**src/sv/crc16bel_pkg.sv**
```systemverilog
// Shared types, constants and CRC helper functions for the CRC-16 burst error locator.
package crc16bel_pkg;

  // CRC-CCITT generator polynomial, MSB first.
  localparam logic [15:0] CRC_POLY = 16'h1021;

  // Largest supported packet in bytes; default of the top-level parameter.
  localparam int MAX_PACKET_BYTES_DEF = 32;

  // Field widths.
  localparam int LEN_W = 6;
  localparam int HDR_W = 5;
  localparam int POS_W = 5;
  localparam int PAT_W = 3;
  localparam int SHF_W = 3;
  localparam int KEY_W = PAT_W + POS_W + SHF_W;

  // Register map, indexed by the word address bit.
  localparam logic REG_PACKET_LENGTH = 1'b0;
  localparam logic REG_HEADER_BYTES  = 1'b1;

  // Register reset values.
  localparam logic [LEN_W-1:0] PACKET_LENGTH_RST = 6'd29;
  localparam logic [HDR_W-1:0] HEADER_BYTES_RST  = 5'd3;

  // Search sequencer states.
  typedef enum logic [2:0] {
    ST_IDLE,
    ST_HEAD,
    ST_PAIR,
    ST_SCAN,
    ST_DONE
  } state_t;

  // Burst pattern words, all starting with a one in the top bit.
  function automatic logic [15:0] burst_word(input logic [PAT_W-1:0] pat);
    logic [15:0] w;
    unique case (pat)
      3'd0: w = 16'h8000;
      3'd1: w = 16'hC000;
      3'd2: w = 16'hA000;
      3'd3: w = 16'h9000;
      3'd4: w = 16'hE000;
      3'd5: w = 16'hD000;
      3'd6: w = 16'hB000;
      default: w = 16'hF000;
    endcase
    return w;
  endfunction

  // Number of flipped bits in each burst pattern.
  function automatic logic [2:0] burst_ones(input logic [PAT_W-1:0] pat);
    logic [2:0] n;
    unique case (pat)
      3'd0: n = 3'd1;
      3'd1, 3'd2, 3'd3: n = 3'd2;
      3'd4, 3'd5, 3'd6: n = 3'd3;
      default: n = 3'd4;
    endcase
    return n;
  endfunction

  // One byte through the CRC register, eight bit steps.
  function automatic logic [15:0] crc_byte(input logic [15:0] crc_in,
                                           input logic [7:0]  data);
    logic [15:0] c;
    c = crc_in ^ {data, 8'h00};
    for (int b = 0; b < 8; b++) begin
      if (c[15]) begin
        c = {c[14:0], 1'b0} ^ CRC_POLY;
      end else begin
        c = {c[14:0], 1'b0};
      end
    end
    return c;
  endfunction

endpackage

```
**src/sv/crc16_burst_error_locator.sv**
```systemverilog
// CRC-16 burst error locator: searches all bursts for one whose CRC equals the syndrome.
//
//   Channel  Direction  Signals                                  Content
//   s_*      in         s_tvalid s_tready s_tdata[15:0]          syndrome
//   m_*      out        m_tvalid m_tready m_tdata[23:0]          correction result
//   apb      in/out     psel penable pwrite paddr pwdata prdata  packet_length, header_bytes
//
// The search time for one syndrome grows with the effective length L. It is set by the
// single byte-wide CRC unit, which steps one byte position a cycle for each of the 64 burst
// candidates.
// Reset (rst, synchronous) clears the sequencer and loads the register reset values.
// s_tready is low while a search runs; a finished result waits in the output register,
// and a new syndrome is taken while it waits.
module crc16_burst_error_locator
  import crc16bel_pkg::*;
#(
  parameter int MAX_PACKET_BYTES = MAX_PACKET_BYTES_DEF
) (
  input  logic        clk,
  input  logic        rst,
  // Input stream.
  input  logic        s_tvalid,
  output logic        s_tready,
  input  logic [15:0] s_tdata,   // [15:0] syndrome
  // Output stream.
  output logic        m_tvalid,
  input  logic        m_tready,
  output logic [23:0] m_tdata,   // [2:0] bits_corrected, [7:3] byte_index,
                                 // [15:8] first_mask, [23:16] second_mask
  // Configuration port.
  input  logic        psel,
  input  logic        penable,
  input  logic        pwrite,
  input  logic [2:0]  paddr,
  input  logic [31:0] pwdata,
  output logic [31:0] prdata,
  output logic        pready
);

  // Configuration registers.
  logic [LEN_W-1:0] packet_length;
  logic [HDR_W-1:0] header_bytes;

  // Search state.
  state_t           state, state_next;
  logic [15:0]      syn;
  logic [LEN_W-1:0] len;
  logic [PAT_W-1:0] pat;
  logic [SHF_W-1:0] shift;
  logic [POS_W-1:0] pos;
  logic [15:0]      crc;
  logic             found;
  logic [KEY_W-1:0] best;

  // Combinational signals.
  logic [LEN_W-1:0] len_in;
  logic [15:0]      word;
  logic [15:0]      unit_crc;
  logic [7:0]       unit_data;
  logic [15:0]      unit_out;
  logic             cand_hit;
  logic [POS_W-1:0] cand_pos;
  logic [KEY_W-1:0] cand_key;
  logic             take;
  logic             last_cand;
  logic             in_xfer;
  logic             out_load;
  logic             cfg_wr;

  // Result forming.
  logic [PAT_W-1:0] best_pat;
  logic [POS_W-1:0] best_pos;
  logic [SHF_W-1:0] best_shift;
  logic [15:0]      best_word;
  logic             correctable;

  // Configuration access: always ready, word addresses only.
  assign pready = 1'b1;
  assign cfg_wr = psel && penable && pwrite && pready;

  always_ff @(posedge clk) begin
    if (rst) begin
      packet_length <= PACKET_LENGTH_RST;
      header_bytes  <= HEADER_BYTES_RST;
    end else if (cfg_wr) begin
      unique case (paddr[2])
        REG_PACKET_LENGTH: packet_length <= pwdata[LEN_W-1:0];
        REG_HEADER_BYTES:  header_bytes  <= pwdata[HDR_W-1:0];
      endcase
    end
  end

  always_comb begin
    unique case (paddr[2])
      REG_PACKET_LENGTH: prdata = {{(32-LEN_W){1'b0}}, packet_length};
      REG_HEADER_BYTES:  prdata = {{(32-HDR_W){1'b0}}, header_bytes};
    endcase
  end

  // Handshakes.
  assign s_tready = (state == ST_IDLE);
  assign in_xfer  = s_tvalid && s_tready;
  assign out_load = (state == ST_DONE) && (!m_tvalid || m_tready);

  // Effective length, clamped to the largest supported packet.
  assign len_in = (packet_length > LEN_W'(MAX_PACKET_BYTES)) ?
                  LEN_W'(MAX_PACKET_BYTES) : packet_length;

  // Current candidate word and the last-candidate flag.
  assign word      = burst_word(pat) >> shift;
  assign last_cand = (pat == PAT_W'(7)) && (shift == SHF_W'(7));

  // Shared CRC byte unit.
  assign unit_out = crc_byte(unit_crc, unit_data);

  // Unit operand selection and candidate match per state.
  always_comb begin
    unit_crc  = 16'h0000;
    unit_data = 8'h00;
    cand_hit  = 1'b0;
    cand_pos  = pos;
    unique case (state)
      ST_HEAD: begin
        unit_data = word[15:8];
        cand_hit  = (word[7:0] == 8'h00) && (unit_out == syn);
        cand_pos  = POS_W'(len - LEN_W'(1));
      end
      ST_PAIR: begin
        unit_crc  = crc;
        unit_data = word[7:0];
      end
      ST_SCAN: begin
        unit_crc = crc;
        cand_hit = (crc == syn);
      end
      default: begin
        unit_crc = 16'h0000;
      end
    endcase
  end

  // The lowest key in (pattern, position, shift) order wins.
  assign cand_key = {pat, cand_pos, shift};
  assign take     = cand_hit && (!found || (cand_key < best));

  // Next-state logic.
  always_comb begin
    state_next = state;
    unique case (state)
      ST_IDLE: begin
        if (in_xfer) begin
          state_next = (len_in == '0) ? ST_DONE : ST_HEAD;
        end
      end
      ST_HEAD: begin
        if (len < LEN_W'(2)) begin
          state_next = last_cand ? ST_DONE : ST_HEAD;
        end else begin
          state_next = ST_PAIR;
        end
      end
      ST_PAIR: begin
        state_next = ST_SCAN;
      end
      ST_SCAN: begin
        if (pos == '0) begin
          state_next = last_cand ? ST_DONE : ST_HEAD;
        end
      end
      ST_DONE: begin
        if (out_load) begin
          state_next = ST_IDLE;
        end
      end
      default: begin
        state_next = ST_IDLE;
      end
    endcase
  end

  always_ff @(posedge clk) begin
    if (rst) begin
      state <= ST_IDLE;
    end else begin
      state <= state_next;
    end
  end

  // Search datapath registers.
  always_ff @(posedge clk) begin
    if (rst) begin
      found <= 1'b0;
    end else begin
      unique case (state)
        ST_IDLE: begin
          if (in_xfer) begin
            syn   <= s_tdata;
            len   <= len_in;
            pat   <= '0;
            shift <= '0;
            found <= 1'b0;
          end
        end
        ST_HEAD: begin
          crc <= unit_out;
          if (take) begin
            found <= 1'b1;
            best  <= cand_key;
          end
          if (len < LEN_W'(2)) begin
            {pat, shift} <= {pat, shift} + (PAT_W + SHF_W)'(1);
          end
        end
        ST_PAIR: begin
          crc <= unit_out;
          pos <= POS_W'(len - LEN_W'(2));
        end
        ST_SCAN: begin
          crc <= unit_out;
          if (take) begin
            found <= 1'b1;
            best  <= cand_key;
          end
          if (pos == '0) begin
            {pat, shift} <= {pat, shift} + (PAT_W + SHF_W)'(1);
          end else begin
            pos <= pos - POS_W'(1);
          end
        end
        default: begin
          found <= found;
        end
      endcase
    end
  end

  // Result fields from the winning candidate.
  assign best_pat    = best[KEY_W-1 -: PAT_W];
  assign best_pos    = best[SHF_W +: POS_W];
  assign best_shift  = best[SHF_W-1:0];
  assign best_word   = burst_word(best_pat) >> best_shift;
  assign correctable = found && ({1'b0, best_pos} >= {{(POS_W+1-HDR_W){1'b0}}, header_bytes});

  // Output register: a result waits here until its transfer.
  always_ff @(posedge clk) begin
    if (rst) begin
      m_tvalid <= 1'b0;
    end else begin
      if (m_tvalid && m_tready) begin
        m_tvalid <= 1'b0;
      end
      if (out_load) begin
        m_tvalid <= 1'b1;
      end
    end
  end

  always_ff @(posedge clk) begin
    if (out_load) begin
      if (correctable) begin
        m_tdata <= {best_word[7:0], best_word[15:8],
                    POS_W'(best_pos - POS_W'(header_bytes)), burst_ones(best_pat)};
      end else begin
        m_tdata <= '0;
      end
    end
  end

  // The scan position always lies inside the packet.
  a_pos_in_range: assert property (@(posedge clk) disable iff (rst)
    (state == ST_SCAN) |-> ({1'b0, pos} < len))
    else $error("scan position beyond packet length");

  // A finished search always lands in the output register.
  a_done_loads: assert property (@(posedge clk) disable iff (rst)
    out_load |=> m_tvalid)
    else $error("result not loaded after search");

  // A result that is not correctable carries all-zero fields.
  a_zero_result: assert property (@(posedge clk) disable iff (rst)
    (m_tvalid && (m_tdata[2:0] == 3'd0)) |-> (m_tdata[23:3] == '0))
    else $error("uncorrectable result with nonzero fields");

  // A new syndrome is taken only with the sequencer idle and the search restarts at pattern 0.
  a_restart: assert property (@(posedge clk) disable iff (rst)
    in_xfer |=> ((pat == '0) && (shift == '0) && !found))
    else $error("search did not restart");

endmodule
```
**config.mk**
```make
export PLATFORM = sky130hd
export DESIGN_NAME = crc16_burst_error_locator
export DESIGN_NICKNAME = d
export VERILOG_FILES = /design/src/sv/crc16bel_pkg.sv /design/src/sv/crc16_burst_error_locator.sv
export SDC_FILE = /design/constraint.sdc
export NUM_CORES = 1
export LEC_CHECK = 0
export BUFFER_PORTS_ARGS = -buffer_cell sky130_fd_sc_hd__buf_2
export CORE_ASPECT_RATIO = 1.75
export CORE_MARGIN = 4
export CORE_UTILIZATION = 30
export CTS_CLUSTER_DIAMETER = 40
export CTS_CLUSTER_SIZE = 24
export DETAILED_ROUTE_END_ITERATION = 10
export PLACE_DENSITY_LB_ADDON = 0.12
export SLEW_MARGIN = 20
export SYNTH_ARGS = -nofsm -noshare
export SYNTH_HDL_FRONTEND = slang
export SYNTH_SLANG_ARGS = --single-unit
```
**constraint.sdc**
```tcl
create_clock -name clk -period 4.5 [get_ports clk]
set_input_delay 0.225 -clock clk [delete_from_list [all_inputs] [get_ports clk]]
set_output_delay 0.225 -clock clk [all_outputs]
set_load 0.02 [all_outputs]
```
Yosys cells after proc, flatten, opt, wreduce, memory -nomap -nowiden
Cells that the tools add are included.
- reductions and logical operators: 37
- add/subtract/negate cells: 5
- multiplexer cells: 38
- magnitude comparators: 4
- bitwise operators: 11
- eq/ne operators: 26
- shift-type cells: 2
- operators with widths (kind ; number):
    15-bit case mux with 7 select lines ; 2
    13-bit 2-to-1 mux ; 8
    32-bit case mux with 2 select lines ; 1
    3-bit 2-to-1 mux ; 11
    16-bit == test ; 2
    16-bit by 3-bit right shift with 16-bit output ; 2
    3-bit == test, second input constant ; 9
    3-bit case mux with 3 select lines ; 3
    3-bit inverter ; 8
    3-bit by 2-bit == test with 1-bit output, second input constant ; 6
    16-bit 2-to-1 mux ; 1
    8-bit case mux with 2 select lines ; 1
    16-bit bitwise XOR ; 1
    3-bit case mux with 5 select lines ; 1
    3-bit AND reduction ; 5
    11-bit < comparator ; 1
    5-bit 2-to-1 mux ; 2
    5-bit case mux with 2 select lines ; 1
    5-bit by 1-bit subtractor with 5-bit output, second input constant ; 2
    3-bit by 1-bit == test with 1-bit output, second input constant ; 3
    1-bit logical AND ; 9
    3-bit logical NOT ; 3
    3-bit OR reduction ; 3
    8-bit logical NOT ; 1
    21 further kinds ; 37
- logic and storage cells: 136
- output and inout bits: 59
- flip-flop bits (word level): 100

Longest topological paths before layout
Gate-level depths: netlist of run 1.
- depth after elaboration: 27
- depth in mapped cells: 14

Least setup slack after synthesis of run 1
OpenSTA, ideal clock, no wires.
- path kind: flip-flop to flip-flop
- start point: reg shift[2]
- end point: reg best[0] (enable)
- stages on the path, launching flop included: 10
- buffers on the path: 0
- required time: 4.134 ns
- library setup time: 0.366 ns
- arrival: 3.442 ns
- slack: 0.692 ns
- cell sequence: edfxtp_1 or4b_4 a2111o_1 and2_4 a21o_1 a311o_2 or3_4 a2111oi_4 a41oi_2 a21oi_2
- RTL lines (what ; line ; RTL):
    start: declaration ; crc16_burst_error_locator.sv:49 ; logic [SHF_W-1:0] shift;
    start signal: assignment ; crc16_burst_error_locator.sv:211 ; {pat, shift} <= {pat, shift} + (PAT_W + SHF_W)'(1);
    start signal: assignment ; crc16_burst_error_locator.sv:225 ; {pat, shift} <= {pat, shift} + (PAT_W + SHF_W)'(1);
    16-bit by 3-bit right shift with 16-bit output * ; crc16_burst_error_locator.sv:110 ; assign word = burst_word(pat) >> shift;
    8-bit case mux with 2 select lines * ; crc16_burst_error_locator.sv:122 ; unique case (state)
    16-bit bitwise XOR * ; crc16bel_pkg.sv:67 ; c = crc_in ^ {data, 8'h00};
    13-bit 2-to-1 mux ; crc16bel_pkg.sv:69 ; if (c[15]) begin
    3-bit inverter (no source line) ; - ;
    13-bit 2-to-1 mux * (4 in a row) ; crc16bel_pkg.sv:69 ;
    net unit_out[2] ; crc16_burst_error_locator.sv:60 ; logic [15:0] unit_out;
    16-bit == test * ; crc16_burst_error_locator.sv:125 ; cand_hit = (word[7:0] == 8'h00) && (unit_out == syn);
    1-bit logical AND * ; crc16_burst_error_locator.sv:125 ;
    1-bit case mux with 2 select lines * ; crc16_burst_error_locator.sv:122 ;
    1-bit logical AND * ; crc16_burst_error_locator.sv:144 ; assign take = cand_hit && (!found || (cand_key < best));
    3-bit AND reduction (no source line) * ; - ;
    end signal: assignment ; crc16_burst_error_locator.sv:208 ; best <= cand_key;
    end signal: assignment ; crc16_burst_error_locator.sv:222 ; best <= cand_key;
    end: declaration ; crc16_burst_error_locator.sv:53 ; logic [KEY_W-1:0] best;
The timed path passes the listed nets; every way through them passes the cells marked *.
A chain may end at the register's enable or synchronous reset.

Final worst setup path of run 1
- start point: reg pat[1]
- end point: reg best[0] (enable)
- RTL lines (what ; line ; RTL):
    start: declaration ; crc16_burst_error_locator.sv:48 ; logic [PAT_W-1:0] pat;
    start signal: assignment ; crc16_burst_error_locator.sv:211 ;
    start signal: assignment ; crc16_burst_error_locator.sv:225 ;
    3-bit == test, or another cell as far along ; crc16bel_pkg.sv:38 ; unique case (pat)
    15-bit case mux with 7 select lines * ; crc16bel_pkg.sv:38 ;
    16-bit by 3-bit right shift with 16-bit output * ; crc16_burst_error_locator.sv:110 ;
    8-bit case mux with 2 select lines * ; crc16_burst_error_locator.sv:122 ;
    16-bit bitwise XOR * ; crc16bel_pkg.sv:67 ;
    13-bit 2-to-1 mux ; crc16bel_pkg.sv:69 ;
    3-bit inverter (no source line) ; - ;
    13-bit 2-to-1 mux * (4 in a row) ; crc16bel_pkg.sv:69 ;
    net unit_out[2] ; crc16_burst_error_locator.sv:60 ;
    16-bit == test * ; crc16_burst_error_locator.sv:125 ;
    1-bit logical AND * ; crc16_burst_error_locator.sv:125 ;
    1-bit case mux with 2 select lines * ; crc16_burst_error_locator.sv:122 ;
    1-bit logical AND * ; crc16_burst_error_locator.sv:144 ;
    3-bit AND reduction (no source line) * ; - ;
Marks and branches as above.

==> summary.md, run 1 <==
| Metric | Value |
|---|---|
| Status | `complete, no violations` |
| Slew @ Worst Pin | `938 ps` |
| GPL Wtd Cong | `between 0.8 and 0.9` |
| Asr flop ratio synth | `0%` |
| Design Power | `0.00243 W` |
| Yosys Warn Count | `0` |
| Routed Antenna Nets | `0` |
| RSZ-0062 raised after global routing | `false` |
| Vias | `4415` |
| Tmin final | `just under 4000 ps` |
| Sequential area share after synthesis | `a little under half` |
| Antenna diodes | `0` |
| Vias in the first global route | `roughly 4400` |
| Post-cts resize count | `0` |
| Ys flop type | `edfxtp_1` |
| IO Pins | `117` |
| Sw Ratio | `between 30% and 40%` |
| Filler cell count | `around 2000` |
| Routed WL per cell | `about 16 um` |
| Net count, final | `742` |
| Largest stage delay, worst path | `just under 700 ps` |
| Largest delay contributor family on the critical path | `compound AO/OA/AOI/OAI gates` |
| Final setup viols | `0` |
| Post-Synthesis Cells | `between 600 and 700` |
| TritonCTS sink count | `95` |
| Fraction of the mapped netlist area in adder cells | `about 6%` |
| Setup_tns | `0 ps` |
| Antenna violations before repair | `0` |
| Synth Cell Area | `around 0.006 mm^2` |
| Grt ovf | `0` |
| Clock share of power | `roughly a third` |
| Maximum root-to-sink buffer count | `2` |
| Setup CP Type | `flip-flop to flip-flop` |
| Setup ws final | `slightly below 600 ps` |
| Max-slew violations | `0` |
| Via/cell ratio | `around 4.9` |
| Flop and latch count out of synthesis | `95` |
| Core region area | `slightly below 0.02 mm^2` |
| Synth Area in Compound Gates | `13.8%` |
| Row cnt | `68` |
| Gate power share | `between 20% and 30%` |
| H-tree depth | `3` |
| Die area | `between 0.02 and 0.025 mm^2` |
| Net switching power | `between 0.0007 and 0.0008 W` |
| Distinct cells, synth | `66` |
| Syn Area/Cell | `~9.9 um^2` |
| Post-synthesis mux area share | `under 10%` |
| P_int | `around 0.0017 W` |
| Final routed DRC violation total | `0` |
| PD cells | `358 mW/mm^2` |
| Hold Buf Count CTS | `0` |
| Fin crit share | `86.8%` |
| CTS Buf Count | `9` |
| CP max-delay cell | `edfxtp_1` |
| Root Buffer | `clkbuf_16` |
| First-pass GRT wire length | `about 23000 um` |
| Crit path required time | `roughly 4500 ps` |
| Leakage | `approximately 2.6 nW` |
| Initial drt markers | `~150` |
| Post-layout util | `roughly 34%` |
| Dpl hpwl | `11400 um` |
| Clk pin slew, worst setup/hold paths | `70 ps` |
| Xor/xnor cell area share of the yosys netlist | `8.49%` |
| Peak supply drop | `approximately 0.16 mV` |
| Buf/Inv on CP | `1` |
| Postcts setup bufs | `0` |
| Crit path launch type | `flip-flop` |
| HP Class | `input port to flip-flop` |
| Main combinational cell family by area after synthesis | `simple AND/OR/NAND/NOR gates` |
| Dpl ws | `approximately 610 ps` |
| Total iterations of the first detailed-routing run | `4` |
| Seq pwr share | `45.3%` |
| Critical Path, Cell by Cell | `nand2_1 > a2111o_1 > and2_4 > a21o_1 > a311o_2 > or3_4 > a2111oi_4 > a41oi_2 > a21oi_2 > buf_4` |
| Die Height | `roughly 190 um` |
| Synth Area in Simple Gates | `between 15 and 20%` |
| Final hold vios | `0` |
| Placed cell area | `roughly 0.0065 mm^2` |
| Worst-Skew Late Latency | `roughly 350 ps` |
| CTS tree | `done` |
| CP Max Fanout | `17` |
| Worst Setup End Kind | `flip-flop` |
| Post-synth EDFFs | `about 80` |
| Final WL | `roughly 14000 um` |
| PortBufs | `56` |
| Syn-to-layout area delta | `13.2%` |
| Final Instance Area | `roughly 0.0068 mm^2` |
| Relative slew slack | `a little under two fifths` |
| Setup Skew | `around 12 ps` |
| Initial Util | `30.4%` |
| Max cap viols | `0` |
| Layout cells sized above 1 | `16.5%` |
| Fmax | `~0.26 GHz` |
| Tot GR Track Use | `between 10% and 20%` |
| CP Data Arrival Time | `3950 ps` |
| Die width | `between 100 and 150 um` |
| Largest net degree at the start of global routing | `23` |
-- metrics by stage --
stage               hold WS [ps]  std cells
floorplan                    324        635
global placement             402        894
detailed placement           403        894
CTS                         27.6        910
global route                28.9        910
finish                      47.6        910
-- power by group through the flow --
stage | combinational, W | sequential [W] | clock (W)
after CTS | 0.000562 | 0.00110 | 0.000804
after global placement | 0.000551 | 0.00112 | 0
after detailed placement | 0.000560 | 0.00112 | 0
after global routing | 0.000617 | 0.00111 | 0.000838
final | 0.000555 | 0.00110 | 0.000773
after floorplan | 0.000432 | 0.00109 | 0
-- cell usage after synthesis, drive strengths merged, types with 2 or more instances --
| cell | n | area, um^2 |
|---|---|---|
| a2111o | 2 | 22.5 |
| a211o | 7 | 61.3 |
| a211oi | 5 | 37.5 |
| a21boi | 2 | 15.0 |
| a21o | 6 | 45.0 |
| a21oi | 34 | 174 |
| a221oi | 2 | 17.5 |
| a2bb2oi | 3 | 26.3 |
| a31oi | 4 | 25.0 |
| a32oi | 4 | 35.0 |
| and2 | 5 | 33.8 |
| and3 | 3 | 18.8 |
| buf | 35 | 255 |
| clkbuf | 24 | 90.1 |
| conb | 2 | 7.51 |
| dfxtp | 16 | 320 |
| edfxtp | 79 | 2370 |
| ha | 23 | 288 |
| inv | 32 | 120 |
| maj3 | 5 | 50.1 |
| mux2 | 8 | 90.1 |
| mux2i | 9 | 90.1 |
| nand2 | 43 | 161 |
| nand2b | 5 | 31.3 |
| nand3 | 15 | 75.1 |
| nand3b | 2 | 15.0 |
| nand4 | 3 | 18.8 |
| nor2 | 55 | 206 |
| nor2b | 16 | 100 |
| nor3 | 18 | 90.1 |
| nor3b | 4 | 30.0 |
| nor4 | 7 | 43.8 |
| nor4b | 3 | 26.3 |
| o211ai | 3 | 22.5 |
| o21a | 2 | 15.0 |
| o21ai | 30 | 150 |
| o22ai | 7 | 43.8 |
| o311a | 2 | 20.0 |
| or2 | 2 | 12.5 |
| or3 | 2 | 17.5 |
| xnor2 | 24 | 210 |
| xor2 | 34 | 298 |
-- placed cells by master (no fill, tap or decap), drive strengths merged, types with 6 or more instances in the layout --
master / count
clkbuf: 9
mux2: 8
nand2: 43
a21oi: 34
mux2i: 9
ha: 23
nor2b: 16
dfxtp: 16
a21o: 6
nor2: 55
xor2: 34
conb: 32
edfxtp: 79
o22ai: 7
nor3: 18
o21ai: 30
a211o: 7
xnor2: 24
nor4: 7
buf: 73
nand3: 15
inv: 33
-- path summary, 6_finish.rpt --
path,from,end,slack (ps),depth (start not counted)
worst min-delay path,s_tdata[0],syn[0]$_DFFE_PP_,50,1
worst max-delay path,pat[1]$_SDFFCE_PP0P_,best[0]$_DFFE_PP_,590,10
worst max register to register,pat[1]$_SDFFCE_PP0P_,best[0]$_DFFE_PP_,590,10
worst min register to register,found$_SDFFE_PP0P_,found$_SDFFE_PP0P_,520,2
-- sequential cells by signal, summed over array words and instances, names as in the netlist --
name,cells
shift,3
header_bytes,5
syn,16
m_tdata,19
m_tvalid,1
len,6
state,3
pat,3
pos,5
best,11
crc,16
found,1
packet_length,6
-- cell type report --
type / count / area, um^2 / area share [%]
multi-input cells: 448 / 2940 / 43.4
flip-flops and latches: 95 / 2690 / 39.8
repair buffers: 73 / 408 / 6.02
well taps: 245 / 307 / 4.53
clock buffers: 9 / 225 / 3.33
inverters: 33 / 124 / 1.83
clock inverters: 7 / 72.6 / 1.07
-- layer usage --
layer / global-route usage, % / wire (um)
met5: 0 / 0
met4: 6.40 / 472
met3: 1.96 / 618
met2: 24.9 / 7920
met1: 13.3 / 5270
-- cell families after synthesis --
kind of cell	count (synthesis)
AND/OR/NAND/NOR	189
flip-flops	95
adder cells (fa/ha/maj)	29
buffers and inverters	92
XOR/XNOR	58
AO/OA/AOI/OAI	123
multiplexers	17
other	2
No activity file was read; power rests on OpenSTA's default activity.
==> run 2: changes to the inputs <==
RECOVER_POWER = 100   (was unset)
==> run 2 against run 1 <==
Against the previous run: the flow now finishes with violations (capacitance limit, slew limit); hold slack improved by 0.79 ps; count of clock-buffer cells in the layout stayed put; clock power about the same; setup slack got worse by 110 ps; core utilization fell by 0.43 points; combinational power fell by 3%; routed wire length grew 0.41%; maximum frequency is 2.7% lower; clock skew is essentially flat; highest routed layer unchanged.
==> summary.md, run 2 (synthesis gave the netlist of run 1 again) <==
| Metric | Value |
|---|---|
| Peak supply drop | `about 0.16 mV` |
| Vias in the first global route | `roughly 4400` |
| Setup_tns | `0 ps` |
| First-pass GRT wire length | `between 20000 and 25000 um` |
| Row cnt | `68` |
| Die Height | `approximately 190 um` |
| Antenna diodes | `0` |
| Layout cells sized above 1 | `around a tenth` |
| Relative slew slack | `-2.86%` |
| PortBufs | `56` |
| GPL Wtd Cong | `0.830` |
| Syn-to-layout area delta | `11.8%` |
| Worst-Skew Late Latency | `approximately 350 ps` |
| Final routed DRC violation total | `0` |
| Initial Util | `between 30% and 40%` |
| Hold path cells | `1` |
| Fin crit share | `approximately 89%` |
| Maximum root-to-sink buffer count | `2` |
| CP Data Arrival Time | `4110 ps` |
| Tot GR Track Use | `roughly an eighth` |
| Max reg flops | `19` |
| R2R Setup Slk | `480 ps` |
| Reg2Reg Launch Point | `shift[1]$_SDFFCE_PP0P_` |
| Setup CP Type | `flip-flop to flip-flop` |
| Vias | `between 4000 and 5000` |
| Max cap viols | `1` |
| RSZ-0062 raised after global routing | `false` |
| Routed WL per cell | `about 16 um` |
| Slew @ Worst Pin | `1540 ps` |
| Crit path launch type | `flip-flop` |
| Final WL | `approximately 14000 um` |
| Tmin final | `between 4000 and 5000 ps` |
| Fmax | `approximately 0.25 GHz` |
| CP Max Fanout | `11` |
| Dpl hpwl | `roughly 11000 um` |
| Antenna violations before repair | `0` |
| TritonCTS sink count | `between 90 and 100` |
| Worst r2r dst | `best[0]$_DFFE_PP_` |
| Post-cts resize count | `0` |
| HP Class | `input port to flip-flop` |
| Die area | `0.0223 mm^2` |
| Worst Setup End Kind | `flip-flop` |
| CTS tree | `done` |
| Largest net degree at the start of global routing | `23` |
| Commonest cells after routing, fill and taps aside | `edfxtp_1 (79), nor2_1 (55), nand2_1 (43)` |
| Routed Antenna Nets | `0` |
| Initial drt markers | `about 140` |
| Worst Hold End | `syn[0]$_DFFE_PP_` |
| Biggest register | `m_tdata` |
| Crit path required time | `about 4600 ps` |
| Hold path startpoint | `s_tdata[0]` |
| WHS | `48.4 ps` |
| Post-layout util | `34.0%` |
| Max-slew violations | `20` |
| Root Buffer | `clkbuf_16` |
| Clk pin slew, worst setup/hold paths | `roughly 70 ps` |
| Final setup viols | `0` |
| Hold Buf Count CTS | `0` |
| CTS Buf Count | `9` |
| Leakage | `around 2.5 nW` |
| Core region area | `0.0197 mm^2` |
| Top flop regs | `m_tdata x19, crc x16, syn x16` |
| Final hold vios | `0` |
| PD cells | `361 mW/mm^2` |
| Status | `finished with violations` |
| Net count, final | `742` |
| Grt ovf | `0` |
| Total iterations of the first detailed-routing run | `4` |
| Most common cell after layout, fill and taps aside | `edfxtp_1` |
| Failing checks | `capacitance limit, slew limit` |
| Postcts setup bufs | `0` |
| H-tree depth | `3` |
| FF-to-FF path depth | `14` |
| Die width | `~110 um` |
| Filler cell count | `slightly above 2000` |
| Via/cell ratio | `~4.9` |
| IO Pins | `between 100 and 150` |
| Setup Skew | `~12 ps` |
## run 2: cell types whose count changed in the layout (fill, tap and decap cells not counted), moves of 2 or more
cell      before  now
nor2_2         2    0
and2_0         1    3
nor2_1        53   55
clkbuf_1       0   37
buf_4         17    8
buf_2         56   28
## run 2: report_power, final
group,switching [W],internal [W],total (W),leakage [nW]
Clock,0.000340,0.000432,0.000772,0.143
Sequential,0.0000664,0.00103,0.00110,0.827
Combinational,0.000335,0.000205,0.000541,1.51
Total,0.000742,0.00167,0.00241,2.48
## run 2: metal layers
layer	global-route usage, %	vias up	routed length (um)
met1	13.3	2070	5330
li1	-	2215	-
met2	24.9	111	7960
met3	1.96	23	598
met5	0	-	0
met4	6.40	0	442
## run 2: how the worst max path moves through the flow
stage                        end              startpoint  cells after the start
2_1_floorplan  best[0]$_DFFE_PP_  shift[2]$_SDFFCE_PP0P_                      9
4_1_cts        best[0]$_DFFE_PP_    pat[1]$_SDFFCE_PP0P_                     10
3_5_place_dp   best[3]$_DFFE_PP_    pat[1]$_SDFFCE_PP0P_                     10
6_report       best[0]$_DFFE_PP_  shift[1]$_SDFFCE_PP0P_                     14
5_1_grt        best[0]$_DFFE_PP_  shift[1]$_SDFFCE_PP0P_                     14
3_3_place_gp   best[3]$_DFFE_PP_    pat[1]$_SDFFCE_PP0P_                     10
## run 2: cell type report
cell class	instances	area (um^2)	share of cell area, %
clock buffers	9	225	3.37
clock inverters	7	72.6	1.09
inverters	33	124	1.85
multi-input cells	448	2930	43.8
flip-flops and latches	95	2690	40.3
well taps	245	307	4.59
repair buffers	73	339	5.07
## run 2: worst max-delay path, stage by stage (launching register included)
cell	delay [ps]
edfxtp_1	540
inv_1	240
ha_1	300
nand4b_1	130
a21oi_1	370
mux2_2	230
a221oi_1	60
a21oi_1	350
clkinv_1	290
and3_1	250
o21ai_0	160
o221ai_1	150
a41oi_1	420
a21oi_2	50
buf_4	210
## run 2: metrics by stage
step,area [um^2],std cells,setup slack (ps),total power [W]
finish,6690,910,485,0.00241
global route,6690,910,272,0.00255
CTS,6770,910,581,0.00247
floorplan,6090,635,692,0.00152
detailed placement,6470,894,614,0.00168
global placement,6470,894,625,0.00167
==> run 3: changes to the inputs <==
CORE_UTILIZATION = 51   (was 30)
clock period = 3.3 ns   (was 4.5 ns; I/O delays follow)
==> run 3 against run 2 <==
Against the previous run: the run ends with setup timing left; flip-flop and latch count stayed put; core utilization grew 27 points; register-to-register slack got worse by 600 ps; via count rose by 6.5%; design area rose by 5.1%; setup slack worse by 600 ps; global-route usage rose by 7.5 points; count of clock-buffer cells in the layout rose by 1; routed wire length decreased by 4.7%; critical path depth is 4 lower; sequential share of layout area is 2.0 points lower; critical path type unchanged; largest power group unchanged.
==> summary.md, run 3 (synthesis gave the netlist of run 1 again) <==
| Metric | Value |
|---|---|
| Buf/Inv on CP | `1` |
| GPL Wtd Cong | `a little under 0.9` |
| TritonCTS sink count | `95` |
| Max cap viols | `0` |
| CTS Buf Count | `9` |
| Crit path launch type | `flip-flop` |
| Syn-to-layout area delta | `17.5%` |
| PortBufs | `56` |
| Die area | `roughly 0.014 mm^2` |
| CTS tree | `done` |
| Critical Path, Cell by Cell | `or4b_4 > a2111o_1 > and2_4 > a21o_1 > a311o_2 > or3_4 > a2111oi_4 > a41oi_2 > a21oi_4 > buf_12` |
| Fmax | `between 0.2 and 0.3 GHz` |
| Via/cell ratio | `about 5.5` |
| Row cnt | `52` |
| Net switching power | `0.00103 W` |
| Vias in the first global route | `around 4700` |
| Routed Antenna Nets | `0` |
| CP Data Arrival Time | `3470 ps` |
| Largest stage delay, worst path | `approximately 530 ps` |
| Seq pwr share | `44.0%` |
| Slew @ Worst Pin | `about 800 ps` |
| Fin crit share | `103%` |
| IO Pins | `117` |
| Sw Ratio | `between 30% and 40%` |
| H-tree depth | `3` |
| Max-slew violations | `0` |
| Die width | `between 80 and 90 um` |
| Tot GR Track Use | `20.5%` |
| Clock share of power | `roughly 30%` |
| Worst Setup End Kind | `flip-flop` |
| Leakage | `between 2 and 3 nW` |
| Dpl hpwl | `about 11000 um` |
| Crit path launch | `shift[2]$_SDFFCE_PP0P_` |
| Gate power share | `around a quarter` |
| Placed cell area | `~0.0066 mm^2` |
| Setup Skew | `roughly 7.2 ps` |
| Commonest cells after routing, fill and taps aside | `edfxtp_1 (79), nor2_1 (54), buf_4 (47)` |
| Tmin final | `about 3400 ps` |
| Maximum root-to-sink buffer count | `2` |
| Antenna diodes | `0` |
| Post-layout util | `between 60% and 70%` |
| FF-to-FF path depth | `10` |
| Design Power | `roughly 0.0034 W` |
| Die Height | `around 150 um` |
| Root Buffer | `clkbuf_16` |
| Vias | `around 4700` |
| Largest net degree at the start of global routing | `23` |
| Final Instance Area | `0.00703 mm^2` |
| RSZ-0062 raised after global routing | `true` |
| Placed insts | `815` |
| P_int | `0.00235 W` |
| CP Max Fanout | `11` |
| Hold path startpoint | `pwdata[0]` |
| Final hold vios | `0` |
| Hold path cells | `2` |
| CP max-delay cell | `or4b_4` |
| Filler cell count | `roughly 960` |
| First-pass GRT wire length | `about 22000 um` |
| Final routed DRC violation total | `0` |
| Core region area | `between 0.01 and 0.015 mm^2` |
| Top flop regs | `m_tdata x19, crc x16, syn x16` |
| R2R Setup Slk | `-110 ps` |
| Net count, final | `slightly below 800` |
| PD cells | `a little under 500 mW/mm^2` |
| HP Class | `input port to flip-flop` |
| Layout cells sized above 1 | `16.9%` |
| Clk pin slew, worst setup/hold paths | `70 ps` |
| Final WL | `approximately 14000 um` |
| Relative slew slack | `approximately 46%` |
| Final setup viols | `11` |
| Total iterations of the first detailed-routing run | `4` |
| Initial Util | `between 50% and 60%` |
| Worst-Skew Late Latency | `340 ps` |
| Failing checks | `setup timing` |
| Setup ws final | `-114 ps` |
| Crit path required time | `around 3400 ps` |
| Routed WL per cell | `roughly 16 um` |
| Biggest register | `m_tdata` |
| Most common cell after layout, fill and taps aside | `edfxtp_1` |
| Antenna violations before repair | `0` |
| Largest delay contributor family on the critical path | `compound AO/OA/AOI/OAI gates` |
| Worst r2r dst | `best[7]$_DFFE_PP_` |
| Reg2Reg Launch Point | `shift[2]$_SDFFCE_PP0P_` |
| Peak supply drop | `between 0.3 and 0.4 mV` |
| Status | `finished with violations` |
| Grt ovf | `0` |
| Setup_tns | `-1230 ps` |
| Setup CP Type | `flip-flop to flip-flop` |
| Max reg flops | `19` |
| Final Instance Count excl. Fillers | `between 800 and 900` |
| Worst Hold End | `packet_length[0]$_SDFFE_PP1P_` |
| Initial drt markers | `219` |
run 3: worst register-to-register path: cells and delay by family (launching register included):
kind                   cells  cell delay (ps)
flip-flops                 1              390
AND/OR/NAND/NOR            3             1080
buffers and inverters      1              150
AO/OA/AOI/OAI              6             1510
run 3: area by class of cell:
class	instances	area (um^2)	area share (%)
clock buffers	10	250	3.56
well taps	135	169	2.40
repair buffers	122	795	11.3
clock inverters	6	45.0	0.641
multi-input cells	448	2950	42.0
flip-flops and latches	95	2690	38.3
inverters	33	124	1.76
run 3: power groups by stage:
stage	combinational (W)	clock, W	sequential (W)
2_1_floorplan	0.000590	0	0.00149
4_1_cts	0.000862	0.00105	0.00148
3_5_place_dp	0.000837	0	0.00151
6_report	0.000864	0.00103	0.00148
5_1_grt	0.000947	0.00110	0.00149
3_3_place_gp	0.000820	0	0.00151
run 3: how the worst max path moves through the flow:
stage	slack [ps]	endpoint	cells past startpoint
2_1_floorplan	-210	best[0]$_DFFE_PP_	9
3_3_place_gp	-90	best[3]$_DFFE_PP_	10
3_5_place_dp	-130	best[4]$_DFFE_PP_	10
4_1_cts	-120	best[10]$_DFFE_PP_	10
5_1_grt	-260	best[2]$_DFFE_PP_	12
6_report	-110	best[7]$_DFFE_PP_	10
run 3: stage by stage:
stage	hold slack [ps]	setup WS [ps]
finish	38.9	-114
global route	39.0	-261
CTS	31.0	-122
detailed placement	343	-125
global placement	341	-86.8
floorplan	264	-206
run 3: what timing repair did:
item | 4_1_cts | 5_1_grt
buffers inserted | 1 | 1
cloned | 0 | 0
gates resized for setup | 1 | 0
endpoints found under the hold margin | 16 | 0
setup endpoints to repair | 11 | 11
hold buffers | 16 | 0
run 3: routing by layer:
metal	up-vias	global-route usage (%)	wire length, um
li1	2307	-	-
met1	2225	20.1	5010
met2	135	40.2	7510
met3	38	3.38	489
met4	0	12.0	654
met5	-	0	0
